**config.mk**
```make
export PLATFORM = sky130hd
export DESIGN_NAME = bank_mapper_scanline_irq_flat
export DESIGN_NICKNAME = d
export VERILOG_FILES = /design/src/sv/bmsi_pkg.sv /design/src/sv/bmsi_if.sv /design/src/sv/bmsi_mod.sv /design/src/sv/bmsi_seq.sv /design/src/sv/bank_mapper_scanline_irq.sv /design/src/flat_wrapper.sv
export SDC_FILE = /design/constraint.sdc
export NUM_CORES = 1
export LEC_CHECK = 0
export BUFFER_PORTS_ARGS = -buffer_cell sky130_fd_sc_hd__buf_2
export CORE_MARGIN = 2
export CORE_UTILIZATION = 50
export CTS_BUF_LIST = sky130_fd_sc_hd__clkbuf_16
export CTS_CLUSTER_DIAMETER = 40
export DETAILED_ROUTE_END_ITERATION = 8
export PLACE_DENSITY = 0.83
export SYNTH_ARGS = -nofsm -noshare
export SYNTH_HDL_FRONTEND = slang
export SYNTH_SLANG_ARGS = --single-unit
```
**constraint.sdc**
```tcl
create_clock -name clk -period 5.7 [get_ports clk]
set_input_delay 0.285 -clock clk [delete_from_list [all_inputs] [get_ports clk]]
set_output_delay 0.285 -clock clk [all_outputs]
set_load 0.02 [all_outputs]
```
**src/sv/bmsi_pkg.sv**
```systemverilog
// ---------------------------------------------------------------------------
// bmsi_pkg
// Shared types and constants for the bank mapper with scanline interrupt.
// ---------------------------------------------------------------------------
package bmsi_pkg;

	// Configuration register indexes
	localparam int unsigned CFG_IDX_W = 2;
	localparam logic [CFG_IDX_W-1:0] CFG_CHR_COUNT   = 2'd0;
	localparam logic [CFG_IDX_W-1:0] CFG_PRG_COUNT   = 2'd1;
	localparam logic [CFG_IDX_W-1:0] CFG_FOUR_SCREEN = 2'd2;
	localparam int unsigned CFG_DATA_W = 9;

	// CPU address windows, decoded on address[15:13]
	localparam logic [2:0] WIN_PRG_RAM = 3'b011;
	localparam logic [2:0] WIN_BANK    = 3'b100;
	localparam logic [2:0] WIN_MIRROR  = 3'b101;
	localparam logic [2:0] WIN_IRQ     = 3'b110;
	localparam logic [2:0] WIN_IRQ_EN  = 3'b111;

	// Bank load lengths
	localparam logic [13:0] LEN_CHR_2K = 14'h0800;
	localparam logic [13:0] LEN_CHR_1K = 14'h0400;
	localparam logic [13:0] LEN_PRG_8K = 14'h2000;

	// Bank load destinations
	localparam logic [14:0] DEST_CHR_HI  = 15'h1000;
	localparam logic [14:0] DEST_PRG_MID = 15'h2000;
	localparam logic [14:0] DEST_PRG_HI  = 15'h4000;

	// Bank load command kinds
	typedef enum logic [1:0] {
		COPY_NONE = 2'd0,
		COPY_CHR  = 2'd1,
		COPY_PRG  = 2'd2
	} bmsi_copy_kind_t;

	// Sequencer states
	typedef enum logic [1:0] {
		ST_IDLE,
		ST_MOD,
		ST_DONE
	} bmsi_state_t;

	// Configuration seen by the sequencer
	typedef struct packed {
		logic [8:0] chr_count;
		logic [8:0] prg_count;
		logic       four_screen;
	} bmsi_cfg_t;

	// Request to the modulo unit
	typedef struct packed {
		logic       start;
		logic [7:0] dividend;
		logic [8:0] modulus;
	} bmsi_mod_req_t;

	// Response from the modulo unit
	typedef struct packed {
		logic       done;
		logic [7:0] rem;
	} bmsi_mod_rsp_t;

	// Result beat, mirroring excluded (it always shows the live flag)
	typedef struct packed {
		logic            irq_assert;
		logic            write_suppress;
		logic            swap_prg;
		bmsi_copy_kind_t copy_kind;
		logic [14:0]     copy_dest;
		logic [8:0]      copy_bank;
		logic [13:0]     copy_len;
	} bmsi_res_t;

endpackage

```
**src/sv/bmsi_if.sv**
```systemverilog
// ---------------------------------------------------------------------------
// bmsi_in_if / bmsi_out_if
// Valid/ready channels for CPU and scanline beats in, mapper results out.
// ---------------------------------------------------------------------------
interface bmsi_in_if;
	logic        valid;
	logic        ready;
	logic        func;
	logic [15:0] address;
	logic [7:0]  data;

	modport source (output valid, output func, output address, output data, input ready);
	modport sink   (input valid, input func, input address, input data, output ready);
endinterface

interface bmsi_out_if;
	logic        valid;
	logic        ready;
	logic        irq_assert;
	logic        mirroring;
	logic        write_suppress;
	logic        swap_prg;
	logic [1:0]  copy_kind;
	logic [14:0] copy_dest;
	logic [8:0]  copy_bank;
	logic [13:0] copy_len;

	modport source (
		output valid, output irq_assert, output mirroring, output write_suppress,
		output swap_prg, output copy_kind, output copy_dest, output copy_bank,
		output copy_len, input ready
	);
	modport sink (
		input valid, input irq_assert, input mirroring, input write_suppress,
		input swap_prg, input copy_kind, input copy_dest, input copy_bank,
		input copy_len, output ready
	);
endinterface

```
**src/sv/bmsi_mod.sv**
```systemverilog
// ---------------------------------------------------------------------------
// bmsi_mod
// Restoring modulo unit: one dividend bit per cycle.
// A zero modulus subtracts zero at every step, so the dividend comes back unreduced.
// ---------------------------------------------------------------------------
module bmsi_mod (
	input  logic                   clk,
	input  logic                   arst_n,
	input  bmsi_pkg::bmsi_mod_req_t req,
	output bmsi_pkg::bmsi_mod_rsp_t rsp
);
	import bmsi_pkg::*;

	logic       run_q;
	logic       done_q;
	logic [2:0] cnt_q;
	logic [7:0] dvd_q;
	logic [8:0] mod_q;
	logic [8:0] rem_q;

	logic [9:0] trial;
	logic [9:0] diff;
	logic       fits;

	// shared compare/subtract step
	assign trial = {rem_q, dvd_q[7]};
	assign diff  = trial - {1'b0, mod_q};
	assign fits  = (trial >= {1'b0, mod_q});

	// control: step counter and done pulse
	always_ff @(posedge clk or negedge arst_n) begin
		if (!arst_n) begin
			run_q  <= 1'b0;
			done_q <= 1'b0;
			cnt_q  <= '0;
		end else begin
			done_q <= 1'b0;
			if (req.start) begin
				run_q <= 1'b1;
				cnt_q <= 3'd7;
			end else if (run_q) begin
				cnt_q <= cnt_q - 3'd1;
				if (cnt_q == 3'd0) begin
					run_q  <= 1'b0;
					done_q <= 1'b1;
				end
			end
		end
	end

	// datapath: remainder and dividend shift
	always_ff @(posedge clk) begin
		if (req.start) begin
			dvd_q <= req.dividend;
			mod_q <= req.modulus;
			rem_q <= '0;
		end else if (run_q) begin
			dvd_q <= {dvd_q[6:0], 1'b0};
			rem_q <= fits ? diff[8:0] : trial[8:0];
		end
	end

	// remainder is below 256 for an 8-bit dividend
	assign rsp.done = done_q;
	assign rsp.rem  = rem_q[7:0];

endmodule

```
**src/sv/bmsi_seq.sv**
```systemverilog
// ---------------------------------------------------------------------------
// bmsi_seq
// Mapper state, write/clock decode, result register and item sequencer.
// ---------------------------------------------------------------------------
module bmsi_seq (
	input  logic                    clk,
	input  logic                    arst_n,
	input  bmsi_pkg::bmsi_cfg_t     cfg,
	bmsi_in_if.sink                 in_ch,
	bmsi_out_if.source              out_ch,
	output bmsi_pkg::bmsi_mod_req_t mod_req,
	input  bmsi_pkg::bmsi_mod_rsp_t mod_rsp
);
	import bmsi_pkg::*;

	bmsi_state_t st_q, st_d;

	// mapper state
	logic [2:0] bsel_q;
	logic       mode_swap_q;     // mode bit 6
	logic       mode_chr_inv_q;  // mode bit 7
	logic       mirror_q;
	logic       protect_q;
	logic [7:0] irq_latch_q;
	logic [9:0] irq_count_q;
	logic       irq_on_q;

	bmsi_res_t  res_q, res_d;
	logic       dbl_q, dbl_d;
	logic       bank_wr;

	logic       acc;
	logic [2:0] win;
	logic       odd;
	logic [9:0] cnt_dec;
	logic       cnt_zero;
	logic       cnt_nonpos;
	logic [2:0] bsel_m2;

	assign acc        = in_ch.valid & in_ch.ready;
	assign win        = in_ch.address[15:13];
	assign odd        = in_ch.address[0];
	assign cnt_dec    = irq_count_q - 10'd1;
	assign cnt_zero   = (cnt_dec == 10'd0);
	assign cnt_nonpos = cnt_zero | cnt_dec[9];
	assign bsel_m2    = bsel_q - 3'd2;

	// result fields decoded at accept; bank index filled in by the modulo unit
	always_comb begin
		res_d   = '0;
		bank_wr = 1'b0;
		dbl_d   = 1'b0;
		if (in_ch.func) begin
			res_d.irq_assert = cnt_zero & irq_on_q;
		end else begin
			case (win)
				WIN_BANK: begin
					if (!odd) begin
						res_d.swap_prg = in_ch.data[6] ^ mode_swap_q;
					end else begin
						bank_wr = 1'b1;
						case (bsel_q) inside
							3'd0, 3'd1: begin
								res_d.copy_kind = COPY_CHR;
								res_d.copy_dest = {3'b000, bsel_q[0], 11'b0};
								res_d.copy_len  = LEN_CHR_2K;
								dbl_d           = 1'b1;
							end
							[3'd2:3'd5]: begin
								res_d.copy_kind = COPY_CHR;
								res_d.copy_dest = DEST_CHR_HI | {3'b000, bsel_m2[1:0], 10'b0};
								res_d.copy_len  = LEN_CHR_1K;
							end
							3'd6: begin
								res_d.copy_kind = COPY_PRG;
								res_d.copy_dest = mode_swap_q ? DEST_PRG_HI : '0;
								res_d.copy_len  = LEN_PRG_8K;
								dbl_d           = 1'b1;
							end
							default: begin
								res_d.copy_kind = COPY_PRG;
								res_d.copy_dest = DEST_PRG_MID;
								res_d.copy_len  = LEN_PRG_8K;
								dbl_d           = 1'b1;
							end
						endcase
						// pattern halves trade places under mode bit 7
						if (res_d.copy_kind == COPY_CHR && mode_chr_inv_q)
							res_d.copy_dest = res_d.copy_dest ^ DEST_CHR_HI;
					end
				end
				WIN_PRG_RAM: res_d.write_suppress = protect_q;
				default: ;
			endcase
		end
	end

	// modulo request for bank data writes
	assign mod_req.start    = acc & bank_wr;
	assign mod_req.dividend = in_ch.data;
	assign mod_req.modulus  = (bsel_q[2:1] == 2'b11) ? cfg.prg_count : cfg.chr_count;

	// mapper state updates
	always_ff @(posedge clk or negedge arst_n) begin
		if (!arst_n) begin
			bsel_q         <= '0;
			mode_swap_q    <= 1'b0;
			mode_chr_inv_q <= 1'b0;
			mirror_q       <= 1'b0;
			protect_q      <= 1'b0;
			irq_latch_q    <= '0;
			irq_count_q    <= '0;
			irq_on_q       <= 1'b0;
		end else if (acc) begin
			if (in_ch.func) begin
				irq_count_q <= cnt_nonpos ? {2'b00, irq_latch_q} : cnt_dec;
			end else begin
				case (win)
					WIN_BANK: begin
						if (!odd) begin
							bsel_q         <= in_ch.data[2:0];
							mode_swap_q    <= in_ch.data[6];
							mode_chr_inv_q <= in_ch.data[7];
						end
					end
					WIN_MIRROR: begin
						if (!odd) begin
							if (!cfg.four_screen) mirror_q <= ~in_ch.data[0];
						end else begin
							protect_q <= in_ch.data[6];
						end
					end
					WIN_IRQ: begin
						if (!odd) irq_latch_q <= in_ch.data;
						else      irq_count_q <= '1;
					end
					WIN_IRQ_EN: irq_on_q <= odd;
					default: ;
				endcase
			end
		end
	end

	// result register
	always_ff @(posedge clk) begin
		if (acc) begin
			res_q <= res_d;
			dbl_q <= dbl_d;
		end else if (mod_rsp.done) begin
			res_q.copy_bank <= dbl_q ? {mod_rsp.rem, 1'b0} : {1'b0, mod_rsp.rem};
		end
	end

	// state register
	always_ff @(posedge clk or negedge arst_n) begin
		if (!arst_n) st_q <= ST_IDLE;
		else         st_q <= st_d;
	end

	// next state and handshakes
	always_comb begin
		st_d         = st_q;
		in_ch.ready  = 1'b0;
		out_ch.valid = 1'b0;
		case (st_q)
			ST_IDLE: begin
				in_ch.ready = 1'b1;
				if (in_ch.valid) st_d = bank_wr ? ST_MOD : ST_DONE;
			end
			ST_MOD: begin
				if (mod_rsp.done) st_d = ST_DONE;
			end
			ST_DONE: begin
				out_ch.valid = 1'b1;
				if (out_ch.ready) st_d = ST_IDLE;
			end
			default: st_d = ST_IDLE;
		endcase
	end

	assign out_ch.irq_assert     = res_q.irq_assert;
	assign out_ch.mirroring      = mirror_q;
	assign out_ch.write_suppress = res_q.write_suppress;
	assign out_ch.swap_prg       = res_q.swap_prg;
	assign out_ch.copy_kind      = res_q.copy_kind;
	assign out_ch.copy_dest      = res_q.copy_dest;
	assign out_ch.copy_bank      = res_q.copy_bank;
	assign out_ch.copy_len       = res_q.copy_len;

endmodule

```
**src/sv/bank_mapper_scanline_irq.sv**
```systemverilog
// ---------------------------------------------------------------------------
// bank_mapper_scanline_irq
// Cartridge bank mapper with scanline interrupt counter.
//
//   channel  dir  beat
//   in_ch    in   func, address, data (CPU write or scanline clock)
//   out_ch   out  irq, mirroring, suppress, swap, bank load command
//   cfg_*    in   bank counts and four-screen flag, write only
//
// One result beat per input beat. Bank data writes run through the
// bit-serial modulo unit: the result is valid after its eight modulo steps
// and a capture of the remainder into the result register. All other
// beats show their result on the cycle after accept. One item is
// in flight: in_ch.ready is high only once the previous result beat has
// been taken, so a stalled out_ch stalls in_ch.
// Reset clears all mapper state; bank counts return to 1.
// ---------------------------------------------------------------------------
module bank_mapper_scanline_irq (
	input  logic                            clk,
	input  logic                            arst_n,
	bmsi_in_if.sink                         in_ch,
	bmsi_out_if.source                      out_ch,
	input  logic                            cfg_we,
	input  logic [bmsi_pkg::CFG_IDX_W-1:0]  cfg_index,
	input  logic [bmsi_pkg::CFG_DATA_W-1:0] cfg_wdata
);
	import bmsi_pkg::*;

	bmsi_cfg_t     cfg_q;
	bmsi_mod_req_t mod_req;
	bmsi_mod_rsp_t mod_rsp;

	// configuration registers
	always_ff @(posedge clk or negedge arst_n) begin
		if (!arst_n) begin
			cfg_q.chr_count   <= 9'd1;
			cfg_q.prg_count   <= 9'd1;
			cfg_q.four_screen <= 1'b0;
		end else if (cfg_we) begin
			case (cfg_index)
				CFG_CHR_COUNT:   cfg_q.chr_count   <= cfg_wdata;
				CFG_PRG_COUNT:   cfg_q.prg_count   <= cfg_wdata;
				CFG_FOUR_SCREEN: cfg_q.four_screen <= cfg_wdata[0];
				default: ;
			endcase
		end
	end

	bmsi_seq u_seq (
		.clk     (clk),
		.arst_n  (arst_n),
		.cfg     (cfg_q),
		.in_ch   (in_ch),
		.out_ch  (out_ch),
		.mod_req (mod_req),
		.mod_rsp (mod_rsp)
	);

	bmsi_mod u_mod (
		.clk    (clk),
		.arst_n (arst_n),
		.req    (mod_req),
		.rsp    (mod_rsp)
	);

endmodule
```
**src/flat_wrapper.sv**
```systemverilog
// flat-port wrapper written by rule: the top's interface ports become plain ports
module bank_mapper_scanline_irq_flat import bmsi_pkg::*;
  (clk, arst_n, cfg_we, cfg_index, cfg_wdata, in_ch_valid, in_ch_func, in_ch_address, in_ch_data, in_ch_ready, out_ch_valid, out_ch_irq_assert, out_ch_mirroring, out_ch_write_suppress, out_ch_swap_prg, out_ch_copy_kind, out_ch_copy_dest, out_ch_copy_bank, out_ch_copy_len, out_ch_ready);
  bmsi_in_if in_ch_i ();
  bmsi_out_if out_ch_i ();
  input  logic clk;
  input  logic arst_n;
  input  logic cfg_we;
  input  logic [bmsi_pkg::CFG_IDX_W-1:0] cfg_index;
  input  logic [bmsi_pkg::CFG_DATA_W-1:0] cfg_wdata;
  input wire logic [$bits(in_ch_i.valid)-1:0] in_ch_valid;
  input wire logic [$bits(in_ch_i.func)-1:0] in_ch_func;
  input wire logic [$bits(in_ch_i.address)-1:0] in_ch_address;
  input wire logic [$bits(in_ch_i.data)-1:0] in_ch_data;
  output wire logic [$bits(in_ch_i.ready)-1:0] in_ch_ready;
  output wire logic [$bits(out_ch_i.valid)-1:0] out_ch_valid;
  output wire logic [$bits(out_ch_i.irq_assert)-1:0] out_ch_irq_assert;
  output wire logic [$bits(out_ch_i.mirroring)-1:0] out_ch_mirroring;
  output wire logic [$bits(out_ch_i.write_suppress)-1:0] out_ch_write_suppress;
  output wire logic [$bits(out_ch_i.swap_prg)-1:0] out_ch_swap_prg;
  output wire logic [$bits(out_ch_i.copy_kind)-1:0] out_ch_copy_kind;
  output wire logic [$bits(out_ch_i.copy_dest)-1:0] out_ch_copy_dest;
  output wire logic [$bits(out_ch_i.copy_bank)-1:0] out_ch_copy_bank;
  output wire logic [$bits(out_ch_i.copy_len)-1:0] out_ch_copy_len;
  input wire logic [$bits(out_ch_i.ready)-1:0] out_ch_ready;
  assign in_ch_i.valid = in_ch_valid;
  assign in_ch_i.func = in_ch_func;
  assign in_ch_i.address = in_ch_address;
  assign in_ch_i.data = in_ch_data;
  assign in_ch_ready = in_ch_i.ready;
  assign out_ch_valid = out_ch_i.valid;
  assign out_ch_irq_assert = out_ch_i.irq_assert;
  assign out_ch_mirroring = out_ch_i.mirroring;
  assign out_ch_write_suppress = out_ch_i.write_suppress;
  assign out_ch_swap_prg = out_ch_i.swap_prg;
  assign out_ch_copy_kind = out_ch_i.copy_kind;
  assign out_ch_copy_dest = out_ch_i.copy_dest;
  assign out_ch_copy_bank = out_ch_i.copy_bank;
  assign out_ch_copy_len = out_ch_i.copy_len;
  assign out_ch_i.ready = out_ch_ready;
  bank_mapper_scanline_irq u_core (.clk(clk), .arst_n(arst_n), .in_ch(in_ch_i), .out_ch(out_ch_i), .cfg_we(cfg_we), .cfg_index(cfg_index), .cfg_wdata(cfg_wdata));
endmodule
```
Yosys cells after proc, flatten, opt, wreduce, memory -nomap -nowiden
Index checks and enable logic that the tools add are counted.
{"block": "word_totals", "regBits": 122, "input_bits": 41, "out_inout_bits": 46, "wordCells": 126}
{"block": "op_classes", "addsub": 4, "order_cmp": 3, "n_eq_ne": 16, "mux": 39, "bitwise_logic": 12, "reduce_logical": 25}
{"op": "$mux W17", "n": 5}
{"op": "$mux W10", "n": 4}
{"op": "$mux W15", "n": 2}
{"op": "$mux W9", "n": 3}
{"op": "$mux W8", "n": 2}
{"op": "$eq A3 B3 Y1 const B", "n": 5}
{"op": "$mux W14", "n": 1}
{"op": "$mux W1", "n": 13}
{"op": "$mux W13", "n": 1}
{"op": "$mux W12", "n": 1}
{"op": "$reduce_and A4 Y1", "n": 3}
{"op": "$ge A10 B9 Y1", "n": 1}
{"op": "$logic_not A10 Y1", "n": 1}
{"op": "$sub A10 B1 Y10 const B", "n": 1}
{"op": "$reduce_and A3 Y1", "n": 3}
{"op": "$sub A9 B9 Y9", "n": 1}
{"op": "$mux W2", "n": 4}
{"op": "$not A1 Y1", "n": 7}
{"op": "$eq A2 B1 Y1 const B", "n": 3}
{"op": "$eq A2 B2 Y1 const B", "n": 3}
{"op": "$logic_not A3 Y1", "n": 2}
{"op": "$mux W3", "n": 2}
{"op": "$ne A2 B2 Y1 const B", "n": 3}
{"op": "$pmux W2 S3", "n": 1}
{"op": "17 further kinds", "n": 27}

Longest topological paths before layout
Gate-level depths: netlist of run 1.
{"block": "depth", "ltp_word": 10, "depth_mapped": 12, "depth_no_buf": 10}

Hierarchy
Synthesis of run 1 repeated with hierarchy kept, for this count alone.
{"block": "unflattened", "cells_unflattened": 481, "area_unflattened_um2": 5410.2}
{"mod": "bmsi_seq", "instances": 1, "cells_per_inst": 272, "area_per_inst_um2": 2855.2, "seq_area_each_um2": 1301.2}
{"mod": "bmsi_mod", "instances": 1, "cells_per_inst": 167, "area_per_inst_um2": 1811.7, "seq_area_each_um2": 815.8}
{"mod": "bank_mapper_scanline_irq", "instances": 1, "cells_per_inst": 42, "area_per_inst_um2": 743.2, "seq_area_each_um2": 478.0}

Least setup slack after synthesis of run 1
Ideal clock, no wire load.
{"block": "synth_path", "kind": "reg-to-reg", "startpoint": "reg u_core.u_seq.irq_count_q[0]", "endpoint": "reg u_core.u_seq.irq_count_q[2]", "setup_time_ps": 147, "t_arrival_ps": 2566, "t_required_ps": 5553, "path_slack_ps": 2988, "stages_incl_launch_ff": 12, "n_path_buf": 3, "period_less_slack_ps": 2712, "cell_sequence": "dfrtp_1 buf_6 inv_1 ha_1 clkbuf_1 xor2_1 or4b_1 or4_4 and2_4 buf_6 nor3b_1 a311oi_1"}
{"block": "synth_via", "elab_chain_cells": 5}
{"element": "start, declared", "line_no": "bmsi_seq.sv:25", "source": "logic [9:0] irq_count_q;"}
{"element": "start signal, assigned", "line_no": "bmsi_seq.sv:116", "source": "irq_count_q <= cnt_nonpos ? {2'b00, irq_latch_q} : cnt_dec;"}
{"element": "$sub A10 B1 Y10 *", "line_no": "bmsi_seq.sv:43", "source": "assign cnt_dec = irq_count_q - 10'd1;"}
{"element": "$logic_not A10 Y1", "line_no": "bmsi_seq.sv:44", "source": "assign cnt_zero = (cnt_dec == 10'd0);"}
{"element": "$or A1 B1 Y1", "line_no": "bmsi_seq.sv:45", "source": "assign cnt_nonpos = cnt_zero | cnt_dec[9];"}
{"element": "$mux W10 *", "line_no": "bmsi_seq.sv:116"}
{"element": "$mux W10 *", "line_no": "bmsi_seq.sv:115", "source": "if (in_ch.func) begin"}
Every way passes the cells marked *; elsewhere a longest branch is shown, timed or not.
A chain may end at the register's enable or synchronous reset.

Worst setup path in the final report of run 1
{"block": "layout_path", "startpoint": "reg u_core.u_mod.dvd_q[7]", "endpoint": "reg u_core.u_mod.rem_q[0]"}
{"block": "layout_via", "elab_chain_cells": 2, "word_cells_on_any_way": 3, "cone_classes": "1 x add/sub; 1 x order compare; 1 x mux"}
{"element": "start, declared", "line_no": "bmsi_mod.sv:17", "source": "logic [7:0] dvd_q;"}
{"element": "start signal, assigned", "line_no": "bmsi_mod.sv:54", "source": "dvd_q <= req.dividend;"}
{"element": "start signal, assigned", "line_no": "bmsi_mod.sv:58", "source": "dvd_q <= {dvd_q[6:0], 1'b0};"}
{"element": "$sub A9 B9 Y9 / $ge A10 B9 Y1 (equally long branches)", "line_no": "bmsi_mod.sv:27, bmsi_mod.sv:28"}
{"element": "$mux W9 *", "line_no": "bmsi_mod.sv:59", "source": "rem_q <= fits ? diff[8:0] : trial[8:0];"}
{"element": "end signal, assigned", "line_no": "bmsi_mod.sv:59"}
{"element": "end, declared", "line_no": "bmsi_mod.sv:19", "source": "logic [8:0] rem_q;"}
Marked as above.

==> insert_results.sql, run 1 <==
INSERT INTO impl_metrics (metric_group, metric, value, unit) VALUES
('outcome', 'result_of_the_run', 'finished clean', ''),
('timing', 'grt_setup_unrepaired', 'false', ''),
('timing', 'max_slew_margin_vs_limit', '52.8', '%'),
('clock_tree', 'post_cts_resized', '0', ''),
('placement', 'dpl_worst_slack', '2.90', 'ns'),
('power_and_ir_drop', 'swShare', '34.4', '%'),
('layout', 'drive_above_1_share', '23.6', '%'),
('route', 'residual_drc', '0', ''),
('worst_setup_path', 'timing.reg2reg.setup_slack', '2.85', 'ns'),
('power_and_ir_drop', 'worst_vdd_rail_ir_drop', '0.000224', 'V'),
('timing', 'setup-tns-final', '0', 'ns'),
('floorplan', 'row_count', '36', ''),
('clock_tree', 'cts_htree_levels', '3', ''),
('timing', 'layout_worst_path_cycle_share', '50.1', '%'),
('power_and_ir_drop', 'intPower', '1.58', 'mW'),
('worst_setup_path', 'required', '5.97', 'ns'),
('power_and_ir_drop', 'sequentialPowerShare', '45.4', '%'),
('timing', 'timing.final.setup_violations', '0', ''),
('floorplan', 'die_x', '105', 'um'),
('yosys', 'syn_area_per_cell', '10.8', 'um2'),
('worst_setup_path', 'timing.rr.end', 'u_core.u_mod.rem_q[0]$_SDFFE_PP0P_', ''),
('timing', 'worst_clock_skew', '0.00540', 'ns'),
('job', 'drv_cap', '0', ''),
('power_and_ir_drop', 'pwr-share-clk', '25.2', '%'),
('route', 'drt_pass1_iterations', '4', ''),
('worst_setup_path', 'crit_chain', 'inv_1 -> ha_1 -> fa_1 -> nor2b_1 -> o21ai_0 -> a21oi_1 -> o31ai_1 -> nand2_1 -> mux2_2 -> a21oi_1', ''),
('global_route', 'via_count_of_the_first_global_routing_pass', '3594', ''),
('route', 'via_count', '3644', ''),
('global_route', 'wire_length_of_the_first_global_routing_pass', '16.5', 'mm'),
('worst_setup_path', 'crit_family', 'compound AO/OA/AOI/OAI gates', ''),
('timing', 'f_max', '350', 'MHz'),
('layout', 'finalNetCount', '576', ''),
('power_and_ir_drop', 'power.switching', '0.830', 'mW'),
('worst_setup_path', 'critical-path-top-cell-by-count', 'a21oi_1', ''),
('clock_tree', 'clock_sink_count', '101', ''),
('yosys', 'postSynthRegisterBits', '101', ''),
('timing', 'setup_slack', '2.85', 'ns'),
('yosys', 'post_synth_inst_count', '475', ''),
('clock_tree', 'ctsLongestPathBuffers', '2', ''),
('worst_setup_path', 'critPathMaxFanout', '9', ''),
('floorplan', 'die_area', '0.0110', 'mm2'),
('worst_setup_path', 'end_kind', 'flip-flop', ''),
('worst_setup_path', 'worst_r2r_startpoint', 'u_core.u_mod.dvd_q[7]$_DFFE_PP_', ''),
('power_and_ir_drop', 'comb_power_share', '29.4', '%'),
('timing', 'finalWorstPathRequiredPeriod', '2.85', 'ns'),
('clock_tree', 'clk_root_buffer_cell', 'clkbuf_16', ''),
('timing', 'transition_at_the_pin_with_the_smallest_max_transition_slack', '0.706', 'ns'),
('global_route', 'globalRoute.totalOverflow', '0', ''),
('yosys', 'ys_dominant_reg_cell', 'dfrtp_1', ''),
('hold_path', 'class_of_the_most_critical_hold_timing_path', 'primary input to asynchronous set/reset pin', ''),
('route', 'totalWireLength', '9.71', 'mm'),
('worst_setup_path', 'r2r.worst_path.cells', '10', ''),
('clock_tree', 'postCtsHoldBufs', '0', ''),
('route', 'detail-route-antenna-nets', '0', ''),
('route', 'routed_wire_length_per_instance', '14.7', 'um'),
('yosys', 'synth_edf_count', '31', ''),
('placement', 'place.port_buffers', '53', ''),
('worst_setup_path', 'cp_slowest_cell', 'o31ai_1', ''),
('power_and_ir_drop', 'p_leak', '2.59', 'nW'),
('clock_tree', 'cts_buffers', '9', ''),
('yosys', 'synth_area', '0.00511', 'mm2'),
('floorplan', 'io_pins', '87', ''),
('yosys', 'ys_async_sr_fraction', '51.5', '%'),
('placement', 'hpwlAfterDp', '7.02', 'mm'),
('worst_setup_path', 'crit_arrival', '3.12', 'ns'),
('yosys', 'ys_warn_count', '0', ''),
('global_route', 'grt.total_usage', '18.4', '%'),
('layout', 'area_growth', '11.3', '%'),
('global_route', 'antenna_violations_before_repair', '0', ''),
('yosys', 'seq_area_frac_synth', '50.8', '%'),
('floorplan', 'die-height', '105', 'um');
Yosys cell counts, types with 2 or more instances:
library cell	count	area (um2)
nand4_1	5	31.3
nand2_1	51	191
xor2_1	7	61.3
mux2i_1	16	160
o21bai_1	2	15.0
mux2_2	44	495
nor3b_1	4	30.0
edfxtp_1	31	931
ha_1	13	163
dfrtp_1	50	1250
nand3_1	9	45.0
nor2b_1	7	43.8
a311oi_1	2	17.5
nor3_1	6	30.0
inv_1	24	90.1
xnor2_1	5	43.8
o21ai_0	18	90.1
a211oi_1	8	60.1
nor2_1	33	124
or3_1	2	12.5
dfxtp_1	18	360
o2111ai_1	2	17.5
a21oi_1	21	105
clkbuf_1	14	52.6
buf_4	21	158
buf_1	3	11.3
and3_1	5	31.3
and2_1	5	31.3
nand3b_1	2	15.0
a31oi_1	4	25.0
dfstp_2	2	52.6
nor4_1	2	12.5
buf_6	2	22.5
o21a_1	3	22.5
nand2b_1	3	18.8
a21o_1	5	37.5
and4b_1	2	20.0
how the worst max path moves through the flow:
stage	startpoint	end	slack [ns]	depth (start not counted)
final	u_core.u_mod.dvd_q[7]$_DFFE_PP_	u_core.u_mod.rem_q[0]$_SDFFE_PP0P_	2.85	10
after global routing	u_core.u_mod.dvd_q[7]$_DFFE_PP_	u_core.u_mod.rem_q[0]$_SDFFE_PP0P_	2.62	10
after CTS	u_core.u_seq.irq_count_q[0]$_DFFE_PN0P_	u_core.u_seq.irq_count_q[2]$_DFFE_PN0P_	2.90	8
after detailed placement	u_core.u_seq.irq_count_q[0]$_DFFE_PN0P_	u_core.u_seq.irq_count_q[2]$_DFFE_PN0P_	2.90	8
after global placement	u_core.u_seq.irq_count_q[0]$_DFFE_PN0P_	u_core.u_seq.irq_count_q[5]$_DFFE_PN0P_	2.95	8
after floorplan	u_core.u_seq.irq_count_q[0]$_DFFE_PN0P_	u_core.u_seq.irq_count_q[2]$_DFFE_PN0P_	2.99	11
final cells by class:
class	count	area (um2)
clock buffers	9	225
clock inverters	7	72.6
fillers	804	4180
inverters	25	93.8
multi-input cells	328	2250
flip-flops and latches	101	2590
well taps	133	166
repair buffers	56	288
worst reg2reg max path: cells and delay by family, from the launching register on:
kind / cells / cell delay (ns)
AOI/OAI and AO/OA: 4 / 1.01
adders and majority gates: 2 / 0.43
buffers and inverters: 1 / 0.09
DFF: 1 / 0.38
muxes: 1 / 0.39
and+or+nand+nor: 2 / 0.49
logic make-up (layout without fill, tap and decap cells):
logic type               after synthesis  count (layout)  synth area share, %
AND/OR/NAND/NOR                      145             145                 14.2
multiplexers                          60              60                 12.8
buffers and inverters                 66              97                 6.71
XOR/XNOR                              12              12                 2.06
flip-flops                           101             101                 50.8
AO/OA/AOI/OAI                         76              76                 9.75
adder cells (fa/ha/maj)               14              14                 3.58
other                                  1              21               0.0734
flip-flops by register name (all words and copies together) (netlist names), 2 cells and up:
| signal | flops |
|---|---|
| u_core.u_seq.out_ch.copy_bank | 9 |
| u_core.u_seq.st_q | 2 |
| u_core.u_seq.irq_count_q | 10 |
| u_core.u_mod.mod_q | 9 |
| u_core.u_seq.out_ch.copy_kind | 2 |
| u_core.u_seq.out_ch.copy_len | 3 |
| u_core.u_mod.dvd_q | 8 |
| u_core.u_seq.irq_latch_q | 8 |
| u_core.u_mod.rem_q | 9 |
| u_core.u_mod.cnt_q | 3 |
| u_core.u_seq.bsel_q | 3 |
| u_core.u_seq.out_ch.copy_dest | 5 |
| u_core.cfg_q | 19 |
layout by cell type, fill, tap and decap left out, types with 7 or more instances in the layout:
cell type,n
buf_2,53
nand2_1,51
nor2_1,33
o21ai_0,18
nand3_1,9
nor2b_1,7
clkbuf_16,9
dfrtp_1,50
mux2_2,44
inv_1,25
xor2_1,7
mux2i_1,16
conb_1,21
a211oi_1,8
ha_1,13
a21oi_1,21
edfxtp_1,31
dfxtp_1,18
metrics by stage:
step / util (%) / cells / cell area, um2
2_1_floorplan: - / 495 / 5180
3_3_place_gp: 54.6 / 643 / 5390
3_5_place_dp: 54.6 / 643 / 5390
4_1_cts: 57.7 / 659 / 5690
5_1_grt: 57.7 / 659 / 5690
6_report: 57.7 / 659 / 5690
metal layers:
metal | track usage [%] | up-vias | share of wire [%]
met5 | 0 | - | 0
met4 | 9.05 | 0 | 2.6
met3 | 4.12 | 18 | 5.5
met2 | 28.7 | 146 | 48
met1 | 24.2 | 1755 | 44
li1 | - | 1725 | -
power groups by stage:
stage | clock [mW] | sequential (mW) | combinational (mW)
3_3_place_gp | 0 | 1.09 | 0.667
3_5_place_dp | 0 | 1.10 | 0.703
6_report | 0.608 | 1.10 | 0.709
5_1_grt | 0.646 | 1.12 | 0.804
2_1_floorplan | 0 | 1.04 | 0.598
4_1_cts | 0.615 | 1.09 | 0.708
Power figures use the tool's default switching activity.
==> run 2: changes to the inputs <==
Settings changed: ABC_AREA set to 1, PLACE_DENSITY 0.83 to 0.86.
Clock period 5.7 ns to 2.58 ns, I/O delays scaled along.
==> run 2 against run 1 <==
Against the previous run: global-route usage is 0.83 points higher; sequential power increased by 120%; fmax rose by 32%; cell area grew 1.3%; hold slack improved by 0.0047 ns.
==> insert_results.sql, run 2 <==
INSERT INTO impl_metrics (metric_group, metric, value, unit) VALUES
('route', 'routed_wire_length_per_instance', '12.6', 'um'),
('global_route', 'via_count_of_the_first_global_routing_pass', '3917', ''),
('outcome', 'result_of_the_run', 'finished clean', ''),
('clock_tree', 'ctsLongestPathBuffers', '2', ''),
('timing', 'setup-tns-final', '0', 'ns'),
('layout', 'largest_reg_flops', '19', ''),
('worst_setup_path', 'required', '2.80', 'ns'),
('placement', 'hpwlAfterDp', '7.53', 'mm'),
('timing', 'final-max-slew-violation-count', '0', ''),
('timing', 'grt_setup_unrepaired', 'false', ''),
('layout', 'drive_above_1_share', '15.0', '%'),
('clock_tree', 'cts_buffers', '9', ''),
('yosys', 'synth_edf_count', '31', ''),
('timing', 'max_slew_margin_vs_limit', '60.7', '%'),
('layout', 'biggestRegsByFlops', 'u_core.cfg_q x19, u_core.u_seq.irq_count_q x10', ''),
('power_and_ir_drop', 'cellPowerDensity', '941', 'mW/mm2'),
('timing', 'f_max', '463', 'MHz'),
('clock_tree', 'cts_post_setup_buffers_inserted', '0', ''),
('placement', 'place.port_buffers', '53', ''),
('route', 'detail_route.iter0.violations', '252', ''),
('floorplan', 'placeable_area', '0.00986', 'mm2'),
('route', 'via_count', '4071', ''),
('yosys', 'number_of_different_library_cells_in_the_post_synthesis_netlist', '45', ''),
('layout', 'layout.cells.most_common', 'nand2_1', ''),
('floorplan', 'die-height', '105', 'um'),
('timing', 'worst_clock_skew', '0.00728', 'ns'),
('power_and_ir_drop', 'p_leak', '2.86', 'nW'),
('hold_path', 'class_of_the_most_critical_hold_timing_path', 'primary input to flip-flop', ''),
('floorplan', 'die_area', '0.0111', 'mm2'),
('yosys', 'synth_area_leader_cell', 'dfrtp_1', ''),
('worst_setup_path', 'crit_type', 'flip-flop to flip-flop', ''),
('timing', 'report.final.hold_viol_count', '0', ''),
('floorplan', 'floorplan.initialDensity', '52.1', '%'),
('worst_setup_path', 'timing.rr.end', 'u_core.u_mod.rem_q[0]$_SDFFE_PP0P_', ''),
('layout', 'mostFrequentLayoutCells', 'nand2_1, inv_1, buf_2, dfrtp_1, o21ai_0', ''),
('yosys', 'post_synth_inst_count', '604', ''),
('layout', 'final-instance-count-excl-fill', '801', ''),
('yosys', 'netlist_top_cells_area', 'dfrtp_1, edfxtp_1, nand2_1', ''),
('timing', 'transition_at_the_pin_with_the_smallest_max_transition_slack', '0.587', 'ns'),
('worst_setup_path', 'start_kind', 'flip-flop', ''),
('worst_setup_path', 'crit_arrival', '2.38', 'ns'),
('route', 'drt_pass1_iterations', '5', ''),
('placement', 'placed_cells_incl_taps', '782', ''),
('worst_setup_path', 'r2r.worst_path.cells', '12', ''),
('floorplan', 'die_x', '105', 'um'),
('worst_setup_path', 'timing.reg2reg.setup_slack', '0.42', 'ns'),
('route', 'residual_drc', '0', ''),
('global_route', 'largest_net_degree_at_the_start_of_global_routing', '43', ''),
('worst_setup_path', 'end_kind', 'flip-flop', ''),
('power_and_ir_drop', 'worst_vdd_rail_ir_drop', '0.000415', 'V'),
('yosys', 'ys_async_sr_fraction', '51.5', '%'),
('hold_path', 'hold_end', 'u_core.cfg_q[5]$_DFFE_PN0P_', ''),
('clock_tree', 'clk_root_buffer_cell', 'clkbuf_16', ''),
('route', 'detail-route-antenna-nets', '0', ''),
('hold_path', 'hold_path_startpoint', 'cfg_wdata[4]', ''),
('yosys', 'ys_dominant_reg_cell', 'dfrtp_1', ''),
('yosys', 'seq_area_frac_synth', '50.5', '%'),
('timing', 'timing.final.setup_violations', '0', ''),
('yosys', 'ys_warn_count', '0', ''),
('yosys', 'synth_area', '0.00513', 'mm2'),
('route', 'totalWireLength', '10.1', 'mm'),
('global_route', 'globalRoute.totalOverflow', '0', ''),
('layout', 'n_antenna_cell', '0', ''),
('clock_tree', 'clock_tree_from_tritoncts', 'built', ''),
('clock_tree', 'clock_sink_count', '101', ''),
('clock_tree', 'clk_latency', '0.34', 'ns'),
('timing', 'finalWorstPathRequiredPeriod', '2.16', 'ns'),
('job', 'drv_cap', '0', ''),
('floorplan', 'io_pins', '87', ''),
('layout', 'finalNetCount', '718', ''),
('yosys', 'synth.most_common_cell', 'nand2_1', ''),
('yosys', 'yosys-top-cells-count', 'nand2_1, inv_1, dfrtp_1, o21ai_0, nor2_1', ''),
('worst_setup_path', 'critPathMaxFanout', '17', ''),
('yosys', 'postSynthRegisterBits', '101', ''),
('yosys', 'syn_area_per_cell', '8.50', 'um2'),
('clock_tree', 'cts_htree_levels', '3', ''),
('global_route', 'antenna_violations_before_repair', '0', ''),
('yosys', 'netlist.area_leader.share', '24.4', '%'),
('worst_setup_path', 'worst_r2r_startpoint', 'u_core.u_mod.dvd_q[7]$_DFFE_PP_', ''),
('global_route', 'grt.total_usage', '19.2', '%'),
('layout', 'area_growth', '12.2', '%'),
('route', 'vias_per_cell', '5.08', ''),
('placement', 'globalplace.congestion', '0.891', ''),
('layout', 'largest-register', 'u_core.cfg_q', ''),
('clock_tree', 'clk_pin_slew', '0.07', 'ns'),
('floorplan', 'row_count', '36', ''),
('global_route', 'wire_length_of_the_first_global_routing_pass', '17.5', 'mm'),
('hold_path', 'hold_depth', '3', ''),
('timing', 'layout_worst_path_cycle_share', '83.8', '%');
[run 2: changes by cell type after synthesis, moves of 6 or more]
cell / before / now
nand3_1: 9 / 24
o21ai_1: 0 / 9
clkbuf_1: 14 / 7
o211ai_1: 1 / 9
a211oi_1: 8 / 1
nor2b_1: 7 / 0
mux2_2: 44 / 0
mux2i_1: 16 / 0
inv_1: 24 / 76
o21ai_0: 18 / 45
nand2_1: 51 / 168
nor2_2: 0 / 6
[run 2: what timing repair did]
| item | CTS | global route |
|---|---|---|
| hold buffers | 3 | 0 |
| gates resized for setup | 0 | 0 |
| hold endpoints to repair | 12 | 0 |
[run 2: power breakdown]
group | switching (mW) | total [mW] | internal (mW)
Combinational | 1.12 | 1.75 | 0.627
Clock | 0.600 | 1.27 | 0.668
Sequential | 0.324 | 2.41 | 2.09
Total | 2.04 | 5.42 | 3.38
[run 2: final cells by class]
type	instances	area, um2
fillers	812	4100
flip-flops and latches	101	2590
multi-input cells	410	2090
repair buffers	60	325
inverters	81	304
clock buffers	9	225
well taps	133	166
clock inverters	7	55.1
[run 2: worst max-delay path by stage]
| stage | from | slack, ns | end | cells after the start |
|---|---|---|---|---|
| global placement | u_core.u_mod.dvd_q[7]$_DFFE_PP_ | 0.50 | u_core.u_mod.rem_q[0]$_SDFFE_PP0P_ | 12 |
| CTS | u_core.u_mod.dvd_q[7]$_DFFE_PP_ | 0.41 | u_core.u_mod.rem_q[4]$_SDFFE_PP0P_ | 12 |
| finish | u_core.u_mod.dvd_q[7]$_DFFE_PP_ | 0.42 | u_core.u_mod.rem_q[0]$_SDFFE_PP0P_ | 12 |
| global route | u_core.u_mod.dvd_q[7]$_DFFE_PP_ | 0.20 | u_core.u_mod.rem_q[0]$_SDFFE_PP0P_ | 12 |
| detailed placement | u_core.u_mod.dvd_q[7]$_DFFE_PP_ | 0.42 | u_core.u_mod.rem_q[4]$_SDFFE_PP0P_ | 12 |
| floorplan | u_core.u_mod.dvd_q[7]$_DFFE_PP_ | 0.62 | u_core.u_mod.rem_q[3]$_SDFFE_PP0P_ | 13 |
[run 2: layer usage]
| layer | up-vias | GRT usage, % | wire length, um |
|---|---|---|---|
| met5 | - | 0 | 0 |
| li1 | 2041 | - | - |
| met2 | 137 | 31.3 | 4720 |
| met1 | 1878 | 25.8 | 4630 |
| met3 | 15 | 3.34 | 606 |
| met4 | 0 | 6.95 | 163 |
[run 2: cell families (layout without fill, tap and decap cells)]
| group | after synthesis | in the layout | share of synthesized area (%) |
|---|---|---|---|
| fa+ha+maj | 14 | 14 | 3.56 |
| xor+xnor | 9 | 9 | 1.90 |
| other cells | 1 | 21 | 0.0730 |
| compound gates | 104 | 104 | 11.5 |
| simple gates | 262 | 262 | 22.2 |
| flops | 101 | 101 | 50.5 |
| buf+inv | 113 | 157 | 10.2 |
[run 2: worst max-delay path, cell delays in order, from the launching register on]
cell	delay, ns
edfxtp_1	0.35
inv_1	0.05
ha_1	0.22
fa_1	0.40
nand3b_1	0.17
nand2_1	0.13
nand2_1	0.06
nand3_1	0.08
nand2_1	0.08
nand2_2	0.22
nand2_1	0.09
o211ai_1	0.09
o21ai_1	0.09
[run 2: through the flow]
step | util [%] | area (um2) | power [mW] | setup slack (ns) | hold WS (ns)
after floorplan | - | 5210 | 3.74 | 0.622 | -0.167
after global placement | 55.3 | 5450 | 4.08 | 0.496 | 0.0197
after detailed placement | 55.3 | 5450 | 4.16 | 0.420 | 0.0263
after CTS | 58.4 | 5760 | 5.44 | 0.413 | 0.0448
after global routing | 58.4 | 5760 | 5.83 | 0.199 | 0.0586
final | 58.4 | 5760 | 5.42 | 0.419 | 0.0541
